<file path="config.mk">
export PLATFORM = sky130hd
export DESIGN_NAME = output_vc_credit_allocator_flat
export DESIGN_NICKNAME = d
export VERILOG_FILES = /design/src/sv/ocva_pkg.sv /design/src/sv/ocva_if.sv /design/src/sv/ocva_exec.sv /design/src/sv/ocva_stats.sv /design/src/sv/output_vc_credit_allocator.sv /design/src/flat_wrapper.sv
export SDC_FILE = /design/constraint.sdc
export NUM_CORES = 1
export LEC_CHECK = 0
export ABC_AREA = 1
export BUFFER_PORTS_ARGS = -buffer_cell sky130_fd_sc_hd__buf_2
export CAP_MARGIN = 30
export CORE_AREA = 5 5 156 158
export DETAILED_ROUTE_END_ITERATION = 12
export DIE_AREA = 0 0 161 163
export GPL_TIMING_DRIVEN = 0
export HOLD_SLACK_MARGIN = 0.08
export REMOVE_ABC_BUFFERS = 1
export SLEW_MARGIN = 30
export SYNTH_ARGS = -nofsm -noshare
export SYNTH_HDL_FRONTEND = slang
export SYNTH_HIERARCHICAL = 1
export SYNTH_SLANG_ARGS = --single-unit
</file>
<file path="constraint.sdc">
create_clock -name clock -period 6.7 [get_ports clock]
set_clock_uncertainty 0.1 [all_clocks]
set_input_delay 0.335 -clock clock [delete_from_list [all_inputs] [get_ports clock]]
set_output_delay 0.335 -clock clock [all_outputs]
set_load 0.01 [all_outputs]
</file>
<file path="src/sv/ocva_pkg.sv">
// Shared types and codes of the output VC credit allocator.
`timescale 1ns / 1ps
package ocva_pkg;

   localparam int CMD_W      = 3;
   localparam int VNET_W     = 4;
   localparam int VC_W       = 6;
   localparam int OFFSET_W   = 4;
   localparam int COUNT_W    = 5;
   localparam int FREE_CNT_W = 5;
   localparam int SUM_W      = 9;
   localparam int CSR_IDX_W  = 4;
   localparam int CSR_DATA_W = 5;

   localparam logic [CMD_W-1:0] CMD_ALLOC_WINDOW  = 3'd0;
   localparam logic [CMD_W-1:0] CMD_ALLOC_CLASS   = 3'd1;
   localparam logic [CMD_W-1:0] CMD_ALLOC_ANY     = 3'd2;
   localparam logic [CMD_W-1:0] CMD_SEND_FLIT     = 3'd3;
   localparam logic [CMD_W-1:0] CMD_CREDIT_RETURN = 3'd4;

   localparam logic [CSR_IDX_W-1:0] REG_ESCAPE_FIRST   = 4'd0;
   localparam logic [CSR_IDX_W-1:0] REG_ESCAPE_COUNT   = 4'd1;
   localparam logic [CSR_IDX_W-1:0] REG_ADAPTIVE_FIRST = 4'd2;
   localparam logic [CSR_IDX_W-1:0] REG_ADAPTIVE_COUNT = 4'd3;

   typedef struct packed {
      logic [CMD_W-1:0]    command;
      logic [VNET_W-1:0]   vnet;
      logic [VC_W-1:0]     vc;
      logic [OFFSET_W-1:0] win_first;
      logic [COUNT_W-1:0]  window_count;
      logic                use_escape;
      logic                take_active;
      logic                free_signal;
   } req_item_type;

   typedef struct packed {
      logic                  granted;
      logic [VC_W-1:0]       granted_vc;
      logic                  error;
      logic [FREE_CNT_W-1:0] free_vc_count;
      logic                  vnet_has_credit;
      logic [SUM_W-1:0]      window_free_credits;
      logic [SUM_W-1:0]      class_free_credits;
   } rsp_item_type;

   typedef struct packed {
      logic [OFFSET_W-1:0] escape_first;
      logic [COUNT_W-1:0]  escape_count;
      logic [OFFSET_W-1:0] adaptive_first;
      logic [COUNT_W-1:0]  adaptive_count;
   } cfg_type;

   localparam cfg_type CFG_RESET = '{
      escape_first:   4'd0,
      escape_count:   5'd1,
      adaptive_first: 4'd1,
      adaptive_count: 5'd3
   };

   typedef struct packed {
      logic            vnet_ok;
      logic            granted;
      logic [VC_W-1:0] granted_vc;
      logic            error;
   } exec_status_type;

endpackage

</file>
<file path="src/sv/ocva_if.sv">
// Channel interfaces for the command, result and register write transfers.
`timescale 1ns / 1ps
interface ocva_req_if;
   logic       valid;
   logic       ready;
   logic [2:0] command;
   logic [3:0] vnet;
   logic [5:0] vc;
   logic [3:0] win_first;
   logic [4:0] window_count;
   logic       use_escape;
   logic       take_active;
   logic       free_signal;

   modport source (
      output valid, command, vnet, vc, win_first, window_count,
             use_escape, take_active, free_signal,
      input  ready
   );
   modport sink (
      input  valid, command, vnet, vc, win_first, window_count,
             use_escape, take_active, free_signal,
      output ready
   );
endinterface

interface ocva_rsp_if;
   logic       valid;
   logic       ready;
   logic       granted;
   logic [5:0] granted_vc;
   logic       error;
   logic [4:0] free_vc_count;
   logic       vnet_has_credit;
   logic [8:0] window_free_credits;
   logic [8:0] class_free_credits;

   modport source (
      output valid, granted, granted_vc, error, free_vc_count, vnet_has_credit,
             window_free_credits, class_free_credits,
      input  ready
   );
   modport sink (
      input  valid, granted, granted_vc, error, free_vc_count, vnet_has_credit,
             window_free_credits, class_free_credits,
      output ready
   );
endinterface

interface ocva_csr_if;
   logic       valid;
   logic       ready;
   logic [3:0] index;
   logic [4:0] data;

   modport source (output valid, index, data, input ready);
   modport sink   (input valid, index, data, output ready);
endinterface

</file>
<file path="src/sv/ocva_exec.sv">
// Command decode, VC selection and next credit/active state.
`timescale 1ns / 1ps
module ocva_exec #(
   parameter int NUM_VNETS    = 4,
   parameter int VCS_PER_VNET = 4,
   parameter int BUFFER_DEPTH = 4,
   parameter int CW           = $clog2(BUFFER_DEPTH + 1)
) (
   input  ocva_pkg::req_item_type                                item,
   input  ocva_pkg::cfg_type                                     cfg,
   input  logic [NUM_VNETS-1:0][VCS_PER_VNET-1:0][CW-1:0]        credits_q,
   input  logic [NUM_VNETS-1:0][VCS_PER_VNET-1:0]                active_q,
   output logic [NUM_VNETS-1:0][VCS_PER_VNET-1:0][CW-1:0]        credits_d,
   output logic [NUM_VNETS-1:0][VCS_PER_VNET-1:0]                active_d,
   output logic [VCS_PER_VNET-1:0][CW-1:0]                       row_credits,
   output logic [VCS_PER_VNET-1:0]                               row_active,
   output logic [VCS_PER_VNET-1:0]                               win_mask,
   output logic [VCS_PER_VNET-1:0]                               cls_mask,
   output ocva_pkg::exec_status_type                             status
);
   import ocva_pkg::*;

   localparam int OW = (VCS_PER_VNET > 1) ? $clog2(VCS_PER_VNET) : 1;

   always_comb begin
      logic [VCS_PER_VNET-1:0][CW-1:0] sel_credits;
      logic [VCS_PER_VNET-1:0]         sel_active;
      logic [VCS_PER_VNET-1:0]         cand;
      logic [VCS_PER_VNET-1:0]         pick_oh;
      logic [OW-1:0]                   pick_off;
      logic [OFFSET_W-1:0]             cls_first;
      logic [COUNT_W-1:0]              cls_count;
      logic                            hit;

      status.vnet_ok = 32'(item.vnet) < NUM_VNETS;
      sel_credits = '0;
      sel_active  = '0;
      for (int v = 0; v < NUM_VNETS; v++) begin
         if (32'(item.vnet) == v) begin
            sel_credits = credits_q[v];
            sel_active  = active_q[v];
         end
      end

      cls_first = item.use_escape ? cfg.escape_first : cfg.adaptive_first;
      cls_count = item.use_escape ? cfg.escape_count : cfg.adaptive_count;
      for (int o = 0; o < VCS_PER_VNET; o++) begin
         win_mask[o] = (o >= int'(item.win_first)) &&
                       (o < int'(item.win_first) + int'(item.window_count));
         cls_mask[o] = (o >= int'(cls_first)) && (o < int'(cls_first) + int'(cls_count));
      end

      case (item.command)
         CMD_ALLOC_WINDOW: cand = win_mask & ~sel_active;
         CMD_ALLOC_CLASS:  cand = cls_mask & ~sel_active;
         CMD_ALLOC_ANY: begin
            for (int o = 0; o < VCS_PER_VNET; o++) begin
               cand[o] = !sel_active[o] || (item.take_active && (sel_credits[o] != '0));
            end
         end
         default:          cand = '0;
      endcase
      if (!status.vnet_ok) begin
         cand = '0;
      end

      pick_oh  = cand & (~cand + VCS_PER_VNET'(1));
      pick_off = '0;
      for (int o = 0; o < VCS_PER_VNET; o++) begin
         if (pick_oh[o]) begin
            pick_off = pick_off | OW'(o);
         end
      end
      status.granted    = |cand;
      status.granted_vc = status.granted ?
                          VC_W'(32'(item.vnet) * VCS_PER_VNET + 32'(pick_off)) : '0;

      credits_d    = credits_q;
      active_d     = active_q;
      status.error = 1'b0;
      for (int v = 0; v < NUM_VNETS; v++) begin
         for (int o = 0; o < VCS_PER_VNET; o++) begin
            hit = 32'(item.vc) == 32'(v * VCS_PER_VNET + o);
            if ((32'(item.vnet) == v) && pick_oh[o]) begin
               active_d[v][o] = 1'b1;
            end
            if (hit) begin
               case (item.command)
                  CMD_SEND_FLIT: begin
                     if (credits_q[v][o] == '0) begin
                        status.error = 1'b1;
                     end else begin
                        credits_d[v][o] = credits_q[v][o] - CW'(1);
                     end
                  end
                  CMD_CREDIT_RETURN: begin
                     if (credits_q[v][o] >= CW'(BUFFER_DEPTH)) begin
                        credits_d[v][o] = CW'(BUFFER_DEPTH);
                        status.error    = 1'b1;
                     end else begin
                        credits_d[v][o] = credits_q[v][o] + CW'(1);
                     end
                     if (item.free_signal) begin
                        active_d[v][o] = 1'b0;
                     end
                  end
                  default: ;
               endcase
            end
         end
      end

      row_credits = '0;
      row_active  = '0;
      for (int v = 0; v < NUM_VNETS; v++) begin
         if (32'(item.vnet) == v) begin
            row_credits = credits_d[v];
            row_active  = active_d[v];
         end
      end
   end

endmodule

</file>
<file path="src/sv/ocva_stats.sv">
// Idle count, credit presence and idle-VC credit sums of one vnet.
`timescale 1ns / 1ps
module ocva_stats #(
   parameter int VCS_PER_VNET = 4,
   parameter int BUFFER_DEPTH = 4,
   parameter int CW           = $clog2(BUFFER_DEPTH + 1)
) (
   input  logic                                 vnet_ok,
   input  logic [VCS_PER_VNET-1:0][CW-1:0]      row_credits,
   input  logic [VCS_PER_VNET-1:0]              row_active,
   input  logic [VCS_PER_VNET-1:0]              win_mask,
   input  logic [VCS_PER_VNET-1:0]              cls_mask,
   output logic [ocva_pkg::FREE_CNT_W-1:0]      free_vc_count,
   output logic                                 vnet_has_credit,
   output logic [ocva_pkg::SUM_W-1:0]           window_free_credits,
   output logic [ocva_pkg::SUM_W-1:0]           class_free_credits
);
   import ocva_pkg::*;

   localparam int SW = $clog2(VCS_PER_VNET * BUFFER_DEPTH + 1);
   localparam int NL = $clog2(VCS_PER_VNET);
   localparam int NP = 1 << NL;

   logic [SW-1:0] win_tree [NL+1][NP];
   logic [SW-1:0] cls_tree [NL+1][NP];

   // Idle-VC credit sums are formed in a balanced adder tree.
   always_comb begin
      logic any_credit;

      any_credit = 1'b0;
      for (int i = 0; i < NP; i++) begin
         win_tree[0][i] = '0;
         cls_tree[0][i] = '0;
         if (i < VCS_PER_VNET) begin
            if (win_mask[i] && !row_active[i]) begin
               win_tree[0][i] = SW'(row_credits[i]);
            end
            if (cls_mask[i] && !row_active[i]) begin
               cls_tree[0][i] = SW'(row_credits[i]);
            end
            any_credit = any_credit || (row_credits[i] != '0);
         end
      end
      for (int l = 1; l <= NL; l++) begin
         for (int i = 0; i < NP; i++) begin
            win_tree[l][i] = '0;
            cls_tree[l][i] = '0;
            if (i < (NP >> l)) begin
               win_tree[l][i] = win_tree[l-1][2*i] + win_tree[l-1][2*i+1];
               cls_tree[l][i] = cls_tree[l-1][2*i] + cls_tree[l-1][2*i+1];
            end
         end
      end

      free_vc_count       = vnet_ok ? FREE_CNT_W'($countones(~row_active)) : '0;
      vnet_has_credit     = vnet_ok && any_credit;
      window_free_credits = vnet_ok ? SUM_W'(win_tree[NL][0]) : '0;
      class_free_credits  = vnet_ok ? SUM_W'(cls_tree[NL][0]) : '0;
   end

endmodule

</file>
<file path="src/sv/output_vc_credit_allocator.sv">
// Top level of the output VC allocator with credit-based flow control.
//
// Commands arrive on req_chan and one result per command leaves on
// rsp_chan; both are valid/ready channels and a transfer happens when
// valid and ready are high at a rising clock edge. csr_chan writes the
// class window registers (escape first/count, adaptive first/count) and
// is always ready; registers must be written only while the block is idle,
// which the block itself does not enforce. A command is captured in an
// input register, the VC selection and credit update run in combinational
// logic, and the result is captured in an output register before it is offered.
// One command is taken every cycle while no result is stalled; the limit is
// the read-modify-write of the credit and active flip-flops per command.
// When the receiver stalls, the result is held and an empty input register
// still takes one more command, after which req_chan ready drops.
// Synchronous reset empties both registers, restores the register
// defaults, sets every VC idle and loads every credit counter with
// BUFFER_DEPTH; the block takes commands in the cycle after reset.
`timescale 1ns / 1ps
module output_vc_credit_allocator #(
   parameter int NUM_VNETS    = 4,
   parameter int VCS_PER_VNET = 4,
   parameter int BUFFER_DEPTH = 4
) (
   input  logic              clock,
   input  logic              reset,
   ocva_req_if.sink          req_chan,
   ocva_rsp_if.source        rsp_chan,
   ocva_csr_if.sink          csr_chan
);
   import ocva_pkg::*;

   localparam int CW = $clog2(BUFFER_DEPTH + 1);

   logic                                          req_valid_ff;
   req_item_type                                  req_item_ff;
   req_item_type                                  req_item_in;
   logic                                          rsp_valid_ff;
   rsp_item_type                                  rsp_item_ff;
   rsp_item_type                                  rsp_item_in;
   cfg_type                                       cfg_ff;
   logic [NUM_VNETS-1:0][VCS_PER_VNET-1:0][CW-1:0] credits_ff;
   logic [NUM_VNETS-1:0][VCS_PER_VNET-1:0][CW-1:0] credits_in;
   logic [NUM_VNETS-1:0][VCS_PER_VNET-1:0]         active_ff;
   logic [NUM_VNETS-1:0][VCS_PER_VNET-1:0]         active_in;
   logic [VCS_PER_VNET-1:0][CW-1:0]               row_credits;
   logic [VCS_PER_VNET-1:0]                       row_active;
   logic [VCS_PER_VNET-1:0]                       win_mask;
   logic [VCS_PER_VNET-1:0]                       cls_mask;
   exec_status_type                               status;
   logic                                          advance;
   logic                                          fire;

   assign advance        = !rsp_valid_ff || rsp_chan.ready;
   assign fire           = req_valid_ff && advance;
   assign req_chan.ready = !req_valid_ff || advance;
   assign csr_chan.ready = 1'b1;

   assign req_item_in = '{
      command:      req_chan.command,
      vnet:         req_chan.vnet,
      vc:           req_chan.vc,
      win_first:    req_chan.win_first,
      window_count: req_chan.window_count,
      use_escape:   req_chan.use_escape,
      take_active:  req_chan.take_active,
      free_signal:  req_chan.free_signal
   };

   ocva_exec #(
      .NUM_VNETS    (NUM_VNETS),
      .VCS_PER_VNET (VCS_PER_VNET),
      .BUFFER_DEPTH (BUFFER_DEPTH),
      .CW           (CW)
   ) u_exec (
      .item        (req_item_ff),
      .cfg         (cfg_ff),
      .credits_q   (credits_ff),
      .active_q    (active_ff),
      .credits_d   (credits_in),
      .active_d    (active_in),
      .row_credits (row_credits),
      .row_active  (row_active),
      .win_mask    (win_mask),
      .cls_mask    (cls_mask),
      .status      (status)
   );

   ocva_stats #(
      .VCS_PER_VNET (VCS_PER_VNET),
      .BUFFER_DEPTH (BUFFER_DEPTH),
      .CW           (CW)
   ) u_stats (
      .vnet_ok             (status.vnet_ok),
      .row_credits         (row_credits),
      .row_active          (row_active),
      .win_mask            (win_mask),
      .cls_mask            (cls_mask),
      .free_vc_count       (rsp_item_in.free_vc_count),
      .vnet_has_credit     (rsp_item_in.vnet_has_credit),
      .window_free_credits (rsp_item_in.window_free_credits),
      .class_free_credits  (rsp_item_in.class_free_credits)
   );

   assign rsp_item_in.granted    = status.granted;
   assign rsp_item_in.granted_vc = status.granted_vc;
   assign rsp_item_in.error      = status.error;

   always_ff @(posedge clock) begin
      if (reset) begin
         req_valid_ff <= 1'b0;
         rsp_valid_ff <= 1'b0;
         cfg_ff       <= CFG_RESET;
         active_ff    <= '0;
         for (int v = 0; v < NUM_VNETS; v++) begin
            for (int o = 0; o < VCS_PER_VNET; o++) begin
               credits_ff[v][o] <= CW'(BUFFER_DEPTH);
            end
         end
      end else begin
         if (req_chan.ready) begin
            req_valid_ff <= req_chan.valid;
         end
         if (advance) begin
            rsp_valid_ff <= req_valid_ff;
         end
         if (fire) begin
            credits_ff <= credits_in;
            active_ff  <= active_in;
         end
         if (csr_chan.valid) begin
            case (csr_chan.index)
               REG_ESCAPE_FIRST:   cfg_ff.escape_first   <= csr_chan.data[OFFSET_W-1:0];
               REG_ESCAPE_COUNT:   cfg_ff.escape_count   <= csr_chan.data[COUNT_W-1:0];
               REG_ADAPTIVE_FIRST: cfg_ff.adaptive_first <= csr_chan.data[OFFSET_W-1:0];
               REG_ADAPTIVE_COUNT: cfg_ff.adaptive_count <= csr_chan.data[COUNT_W-1:0];
               default: ;
            endcase
         end
      end
   end

   always_ff @(posedge clock) begin
      if (req_chan.valid && req_chan.ready) begin
         req_item_ff <= req_item_in;
      end
      if (fire) begin
         rsp_item_ff <= rsp_item_in;
      end
   end

   assign rsp_chan.valid               = rsp_valid_ff;
   assign rsp_chan.granted             = rsp_item_ff.granted;
   assign rsp_chan.granted_vc          = rsp_item_ff.granted_vc;
   assign rsp_chan.error               = rsp_item_ff.error;
   assign rsp_chan.free_vc_count       = rsp_item_ff.free_vc_count;
   assign rsp_chan.vnet_has_credit     = rsp_item_ff.vnet_has_credit;
   assign rsp_chan.window_free_credits = rsp_item_ff.window_free_credits;
   assign rsp_chan.class_free_credits  = rsp_item_ff.class_free_credits;

endmodule

</file>
<file path="src/flat_wrapper.sv">
// flat-port wrapper written by rule: the top's interface ports become plain ports
module output_vc_credit_allocator_flat import ocva_pkg::*;
#(
   parameter int NUM_VNETS    = 4,
   parameter int VCS_PER_VNET = 4,
   parameter int BUFFER_DEPTH = 4
)
  (clock, reset, req_chan_valid, req_chan_command, req_chan_vnet, req_chan_vc, req_chan_win_first, req_chan_window_count, req_chan_use_escape, req_chan_take_active, req_chan_free_signal, req_chan_ready, rsp_chan_valid, rsp_chan_granted, rsp_chan_granted_vc, rsp_chan_error, rsp_chan_free_vc_count, rsp_chan_vnet_has_credit, rsp_chan_window_free_credits, rsp_chan_class_free_credits, rsp_chan_ready, csr_chan_valid, csr_chan_index, csr_chan_data, csr_chan_ready);
  ocva_req_if req_chan_i ();
  ocva_rsp_if rsp_chan_i ();
  ocva_csr_if csr_chan_i ();
  input  logic clock;
  input  logic reset;
  input wire logic [$bits(req_chan_i.valid)-1:0] req_chan_valid;
  input wire logic [$bits(req_chan_i.command)-1:0] req_chan_command;
  input wire logic [$bits(req_chan_i.vnet)-1:0] req_chan_vnet;
  input wire logic [$bits(req_chan_i.vc)-1:0] req_chan_vc;
  input wire logic [$bits(req_chan_i.win_first)-1:0] req_chan_win_first;
  input wire logic [$bits(req_chan_i.window_count)-1:0] req_chan_window_count;
  input wire logic [$bits(req_chan_i.use_escape)-1:0] req_chan_use_escape;
  input wire logic [$bits(req_chan_i.take_active)-1:0] req_chan_take_active;
  input wire logic [$bits(req_chan_i.free_signal)-1:0] req_chan_free_signal;
  output wire logic [$bits(req_chan_i.ready)-1:0] req_chan_ready;
  output wire logic [$bits(rsp_chan_i.valid)-1:0] rsp_chan_valid;
  output wire logic [$bits(rsp_chan_i.granted)-1:0] rsp_chan_granted;
  output wire logic [$bits(rsp_chan_i.granted_vc)-1:0] rsp_chan_granted_vc;
  output wire logic [$bits(rsp_chan_i.error)-1:0] rsp_chan_error;
  output wire logic [$bits(rsp_chan_i.free_vc_count)-1:0] rsp_chan_free_vc_count;
  output wire logic [$bits(rsp_chan_i.vnet_has_credit)-1:0] rsp_chan_vnet_has_credit;
  output wire logic [$bits(rsp_chan_i.window_free_credits)-1:0] rsp_chan_window_free_credits;
  output wire logic [$bits(rsp_chan_i.class_free_credits)-1:0] rsp_chan_class_free_credits;
  input wire logic [$bits(rsp_chan_i.ready)-1:0] rsp_chan_ready;
  input wire logic [$bits(csr_chan_i.valid)-1:0] csr_chan_valid;
  input wire logic [$bits(csr_chan_i.index)-1:0] csr_chan_index;
  input wire logic [$bits(csr_chan_i.data)-1:0] csr_chan_data;
  output wire logic [$bits(csr_chan_i.ready)-1:0] csr_chan_ready;
  assign req_chan_i.valid = req_chan_valid;
  assign req_chan_i.command = req_chan_command;
  assign req_chan_i.vnet = req_chan_vnet;
  assign req_chan_i.vc = req_chan_vc;
  assign req_chan_i.win_first = req_chan_win_first;
  assign req_chan_i.window_count = req_chan_window_count;
  assign req_chan_i.use_escape = req_chan_use_escape;
  assign req_chan_i.take_active = req_chan_take_active;
  assign req_chan_i.free_signal = req_chan_free_signal;
  assign req_chan_ready = req_chan_i.ready;
  assign rsp_chan_valid = rsp_chan_i.valid;
  assign rsp_chan_granted = rsp_chan_i.granted;
  assign rsp_chan_granted_vc = rsp_chan_i.granted_vc;
  assign rsp_chan_error = rsp_chan_i.error;
  assign rsp_chan_free_vc_count = rsp_chan_i.free_vc_count;
  assign rsp_chan_vnet_has_credit = rsp_chan_i.vnet_has_credit;
  assign rsp_chan_window_free_credits = rsp_chan_i.window_free_credits;
  assign rsp_chan_class_free_credits = rsp_chan_i.class_free_credits;
  assign rsp_chan_i.ready = rsp_chan_ready;
  assign csr_chan_i.valid = csr_chan_valid;
  assign csr_chan_i.index = csr_chan_index;
  assign csr_chan_i.data = csr_chan_data;
  assign csr_chan_ready = csr_chan_i.ready;
  output_vc_credit_allocator #(.NUM_VNETS(NUM_VNETS), .VCS_PER_VNET(VCS_PER_VNET), .BUFFER_DEPTH(BUFFER_DEPTH)) u_core (.clock(clock), .reset(reset), .req_chan(req_chan_i), .rsp_chan(rsp_chan_i), .csr_chan(csr_chan_i));
endmodule
</file>
==> results of run 1 <==
power groups by stage:
stage	Combinational (mW)	Sequential (mW)	Clock [mW]
2_1_floorplan	0.280	1.00	0
3_3_place_gp	0.388	1.01	0
3_5_place_dp	0.397	1.01	0
4_1_cts	0.411	0.988	0.978
5_1_grt	0.472	0.995	1.01
6_report	0.415	0.988	0.957
worst register-to-register path: stages (launching register included):
cell and delay, ps:
edfxtp_1 410, inv_1 160, nand3_2 480, inv_2 840, nor2_2 400, nor2_1 460
inv_1 100, o22ai_1 240, nand2_1 100, a21oi_1 390, inv_1 120, nor2_1 210
fa_1 420, inv_1 90, fa_1 380, inv_1 70, ha_1 200, fa_1 420
nand2_1 70, inv_1 40
Yosys cell counts, types with 18 or more instances:
cell,count,area share
nand2_1,307,0.11
o22ai_1,29,0.017
ha_1,80,0.095
a21oi_1,58,0.028
nor2_1,241,0.086
buf_4,19,0.014
o21ai_0,76,0.036
nand3_1,59,0.028
o21ai_1,34,0.016
clkbuf_1,18,0.0064
dfxtp_1,84,0.16
nand4_1,52,0.031
inv_1,207,0.074
edfxtp_1,57,0.16
per-stage QoR:
stage / setup WS [ps] / std cells / util / hold WS (ps) / TNS [ps]
floorplan: 1420 / 1434 / - / 304 / 0
global placement: -186 / 1796 / 0.472 / 344 / -579
detailed placement: 847 / 1799 / 0.476 / 347 / 0
CTS: 819 / 1858 / 0.513 / 86.6 / 0
global route: 346 / 1858 / 0.513 / 117 / 0
finish: 749 / 1858 / 0.513 / 102 / 0
layout make-up:
cell class / instances / area [sq um] / area share
clock buffer: 22 / 488 / 0.0414
clock inverter: 10 / 103 / 0.00870
inverter: 215 / 815 / 0.0691
multi-input combinational: 1078 / 5950 / 0.504
sequential: 141 / 3390 / 0.288
tap: 290 / 363 / 0.0308
timing repair buffer: 102 / 684 / 0.0580
worst max-delay path by stage:
stage,from,end,slack [ps],cells after the start
final,u_core/req_item_ff[24]$_DFFE_PP_,u_core/rsp_chan.class_free_credits[2]$_DFFE_PP_,750,19
after CTS,u_core/req_item_ff[24]$_DFFE_PP_,u_core/rsp_chan.class_free_credits[2]$_DFFE_PP_,820,19
after global placement,u_core/req_item_ff[21]$_DFFE_PP_,u_core/rsp_chan.class_free_credits[3]$_DFFE_PP_,-190,26
after global routing,u_core/req_item_ff[2]$_DFFE_PP_,u_core/rsp_chan.class_free_credits[3]$_DFFE_PP_,350,29
after detailed placement,u_core/req_item_ff[24]$_DFFE_PP_,u_core/rsp_chan.class_free_credits[2]$_DFFE_PP_,850,19
after floorplan,u_core/req_item_ff[21]$_DFFE_PP_,u_core/rsp_chan.window_free_credits[3]$_DFFE_PP_,1420,26
kinds of logic after synthesis:
group / after synthesis / synth area share
xor gates and xnor gates: 13 / 0.0108
and+or+nand+nor: 697 / 0.280
other: 3 / 0.00107
AOI/OAI and AO/OA: 260 / 0.143
buffers and inverters: 280 / 0.120
DFF: 141 / 0.322
adders and majority gates: 95 / 0.123
sequential cells by signal, summed over array words and instances, names as in the netlist, 5 cells and up:
| name | flops |
|---|---|
| u_core/cfg_ff | 18 |
| u_core/credits_ff | 48 |
| u_core/rsp_chan.window_free_credits | 9 |
| u_core/rsp_chan.granted_vc | 6 |
| u_core/req_item_ff | 25 |
| u_core/rsp_chan.free_vc_count | 5 |
| u_core/rsp_chan.class_free_credits | 9 |
| u_core/active_ff | 16 |
layer usage:
metal	wire (um)	vias up	part of all wire
met2	13300	324	0.46
met5	0	-	0
met4	809	0	0.028
li1	-	4980	-
met3	1910	52	0.065
met1	13200	4527	0.45
==> impl_metrics.yaml, run 1 <==
timing:
  drv_slew: 0
  timing.fmax_ghz: 0.168
  max_slew_margin: 0.350
  finalSetupViolations: 0
  tightest_slew_ps: 974
  period_needed_ps: 5950
  rsz0062_at_grt: "no"
  layout_worst_path_cycle_share: 0.888
  hold_viol: 0
setup_path:
  r2r_setup_slack_ps: 750
  crit_slowest_cell: "inv_2"
  r2r-start: "u_core/req_item_ff[24]$_DFFE_PP_"
  cpMostUsedCell: "inv_1"
  cp-end-kind: "flop"
  path_delay_family: "simple AND/OR/NAND/NOR gates"
  critPathMaxStageDelay_ps: 830
  crit_type: "reg2reg"
  critPathLaunchType: "flop"
  rr_worst_depth: 19
  path_buf_inv: 7
  critical_path_required_ps: 6780
  r2r_end: "u_core/rsp_chan.class_free_credits[2]$_DFFE_PP_"
  crit_arrival_ps: 6040
  cp_cell_sequence: "inv_1 > nand3_2 > inv_2 > nor2_2 > nor2_1 > inv_1 > o22ai_1 > nand2_1 > a21oi_1 > inv_1 > nor2_1 > fa_1 > inv_1 > fa_1 > inv_1 > ha_1 > fa_1 > nand2_1 > inv_1"
  crit_fanout: 38
die:
  core_sq_um: 23000
  die_area_sq_um: 26200
  io_pins: 74
  start_util: 0.459
  die_y_um: 163
  row_count: 56
  fp.dieW_um: 161
power:
  intPower_mw: 1.65
  irDropWorstVdd_mv: 0.120
  comb_power_share: 0.176
  sw_frac_of_total: 0.299
  p_sw_uw: 706
  power_density_nw_per_um2: 200
  finalPower_mw: 2.36
  power_leakage_nw: 5.38
  clockPowerShare: 0.406
  p_seq_frac: 0.419
synth:
  ys.flop_type: "dfxtp_1"
  yosysSeqAreaShare: 0.322
  synth_cell_types: 51
  netlist_area_sq_um: 10600
  async_flop_share: 0
  syn_inst: 1489
  ys_seq_elements: 141
  synth_edf_count: 57
  synth.avg_cell_area_sq_um: 7.09
  ys_warn_count: 6
global_routing:
  met3_usage: 0.0364
  grt_pass1_vias: 9371
  gr-total-overflow: 0
  grt_pass1_wl_um: 47200
  globalRouteTotalUtil: 0.222
  antenna_found_initial: 0
  gr-usage-met1: 0.295
  grt_max_degree: 83
  grt_use_met2: 0.366
  busiest_layer: "met2"
layout:
  n_fill_cell: 2276
  drive_above_1_share: 0.0855
  post-route-cell-area_sq_um: 11800
  layout.cells.most_common: "nand2_1"
  n_antenna_cell: 0
  area_growth_pct: 11.8
  layout.nets: 1689
  layout_common_cells: "307 x nand2_1, 238 x nor2_1, 204 x inv_1, 84 x dfxtp_1, 80 x ha_1"
clock_tree:
  clkTransAtPathRegs_ps: 60
  cts_buffer_depth: 2
  ctsHoldBuffers: 27
  cts_buffers: 17
  cts_root_buffer: "clkbuf_16"
  cts.sinks: 141
  cts_resized: 0
  cts_tree: "built"
  h-tree-depth: 4
  clk_latency_ps: 430
  post_cts_buffers: 0
route:
  viasPerCell: 5.32
  initialDrtViolationCount: 790
  drc: 0
  via_count: 9883
  ant_nets: 0
  wl_per_cell_um: 15.7
  wl_um: 29200
  first_pass_iters: 7
min_path:
  hp-start: "csr_chan_data[1]"
  hold_depth: 3
  hold_class: "in2reg"
  min_to: "u_core/cfg_ff[1]$_SDFFE_PP1P_"
placement:
  dp.final_hpwl_um: 20400
  place_congestion: 0.933
  portBuffers: 72
  placed_cell_area_sq_um: 10900
run_status:
  status: "completed"
run:
  drv_cap: 0
(Power assumes the default switching activity.)
==> run 2, diff against run 1 <==
- RECOVER_POWER: unset -> 50
==> impl_metrics.yaml, run 2 (synthesized netlist as in run 1, its figures left out) <==
run_status:
  status: "finished with violations"
  failed_checks: "capacitance limit, slew limit"
route:
  initialDrtViolationCount: 791
  via_count: 9891
  ant_nets: 0
  wl_um: 29100
  viasPerCell: 5.32
  drc: 0
  wl_per_cell_um: 15.7
  first_pass_iters: 6
layout:
  drive_above_1_share: 0.0619
  largest_reg_flops: 48
  regMostFlops: "u_core/credits_ff"
  area_growth_pct: 11.3
  layout_common_cells: "308 x nand2_1, 238 x nor2_1, 204 x inv_1, 84 x dfxtp_1, 80 x ha_1"
  layout.nets: 1689
  reg_top3: "u_core/credits_ff (48), u_core/req_item_ff (25), u_core/cfg_ff (18)"
  post-route-cell-area_sq_um: 11700
  n_antenna_cell: 0
  layout.cells.most_common: "nand2_1"
clock_tree:
  cts_tree: "built"
  clkTransAtPathRegs_ps: 60
  cts_buffers: 17
  cts_buffer_depth: 2
  cts_root_buffer: "clkbuf_16"
  cts_resized: 0
  clk_latency_ps: 430
  cts.sinks: 141
  h-tree-depth: 4
timing:
  drv_slew: 150
  max_slew_margin: -1.15
  period_needed_ps: 5930
  finalSetupViolations: 0
  rsz0062_at_grt: "no"
  timing.fmax_ghz: 0.169
  hold_viol: 0
  tightest_slew_ps: 3210
  layout_worst_path_cycle_share: 0.885
global_routing:
  grt_max_degree: 83
  gr-total-overflow: 0
  grt_pass1_vias: 9371
  globalRouteTotalUtil: 0.222
  grt_pass1_wl_um: 47200
  antenna_found_initial: 0
setup_path:
  cp-end-kind: "flop"
  crit_arrival_ps: 6020
  crit_fanout: 38
  critical_path_required_ps: 6780
  crit_type: "reg2reg"
  critPathLaunchType: "flop"
power:
  power_leakage_nw: 5.27
  power_density_nw_per_um2: 201
  irDropWorstVdd_mv: 0.121
  finalPower_mw: 2.36
placement:
  place_congestion: 0.933
  portBuffers: 72
  dp.final_hpwl_um: 20400
  placed_cell_area_sq_um: 10900
die:
  core_sq_um: 23000
  start_util: 0.459
  die_area_sq_um: 26200
  die_y_um: 163
  fp.dieW_um: 161
  io_pins: 74
  row_count: 56
min_path:
  hold_class: "in2reg"
run:
  drv_cap: 2
## run 2: final timing paths
path | from | slack, ps | to | depth (start not counted)
setup / recovery | u_core/req_item_ff[24]$_DFFE_PP_ | 770 | u_core/rsp_chan.class_free_credits[2]$_DFFE_PP_ | 19
hold / removal | rsp_chan_ready | 80 | u_core/rsp_chan.valid$_SDFFE_PP0P_ | 4
setup reg to reg | u_core/req_item_ff[24]$_DFFE_PP_ | 770 | u_core/rsp_chan.class_free_credits[2]$_DFFE_PP_ | 19
hold reg to reg | u_core/cfg_ff[5]$_SDFFE_PP1P_ | 360 | u_core/cfg_ff[5]$_SDFFE_PP1P_ | 2
## run 2: worst max-delay path, stage by stage (launching register included)
cell and delay, ps:
edfxtp_1 410, inv_1 160, nand3_2 470, inv_2 820, nor2_2 390, nor2_1 460, inv_1 110, o22ai_1 240
nand2_1 100, a21oi_1 400, inv_1 120, nor2_1 200, fa_1 420, inv_1 90, fa_1 380, inv_1 70
ha_1 200, fa_1 420, nand2_1 70, inv_1 40
## run 2: cell type report
class                           instances  area, sq um
Inverter                              215          813
Multi-Input combinational cell       1078         5940
Fill cell                            2295        11200
Tap cell                              290          363
Clock inverter                         10          103
Sequential cell                       141         3390
Timing Repair Buffer                  102          639
Clock buffer                           22          488
## run 2: report_power, final
part / internal, mW / switching, mW / total [mW] / leakage [nW]
sequential: 0.945 / 0.0434 / 0.988 / 1.24
combinational: 0.149 / 0.268 / 0.417 / 3.75
clock: 0.563 / 0.395 / 0.957 / 0.287
## run 2: layer usage
metal / track usage / vias to the layer above / part of all wire
met3: 0.0364 / 57 / 0.071
li1: - / 4982 / -
met5: 0 / - / 0
met1: 0.295 / 4524 / 0.45
met2: 0.366 / 328 / 0.45
met4: 0.0779 / 0 / 0.030
## run 2: stage by stage
| stage | hold slack, ps | worst slack [ps] | cells | setup TNS, ps | utilization |
|---|---|---|---|---|---|
| global route | 86.3 | 346 | 1858 | 0 | 0.511 |
| floorplan | 304 | 1420 | 1434 | 0 | - |
| finish | 81.7 | 768 | 1858 | 0 | 0.511 |
| global placement | 344 | -186 | 1796 | -579 | 0.472 |
| detailed placement | 347 | 847 | 1799 | 0 | 0.476 |
| CTS | 86.6 | 819 | 1858 | 0 | 0.513 |
## run 2: timing repair
action | in CTS | in global routing
hold buffers | 27 | 0
endpoints found under the hold margin | 27 | 0
buffers inserted | 0 | 0
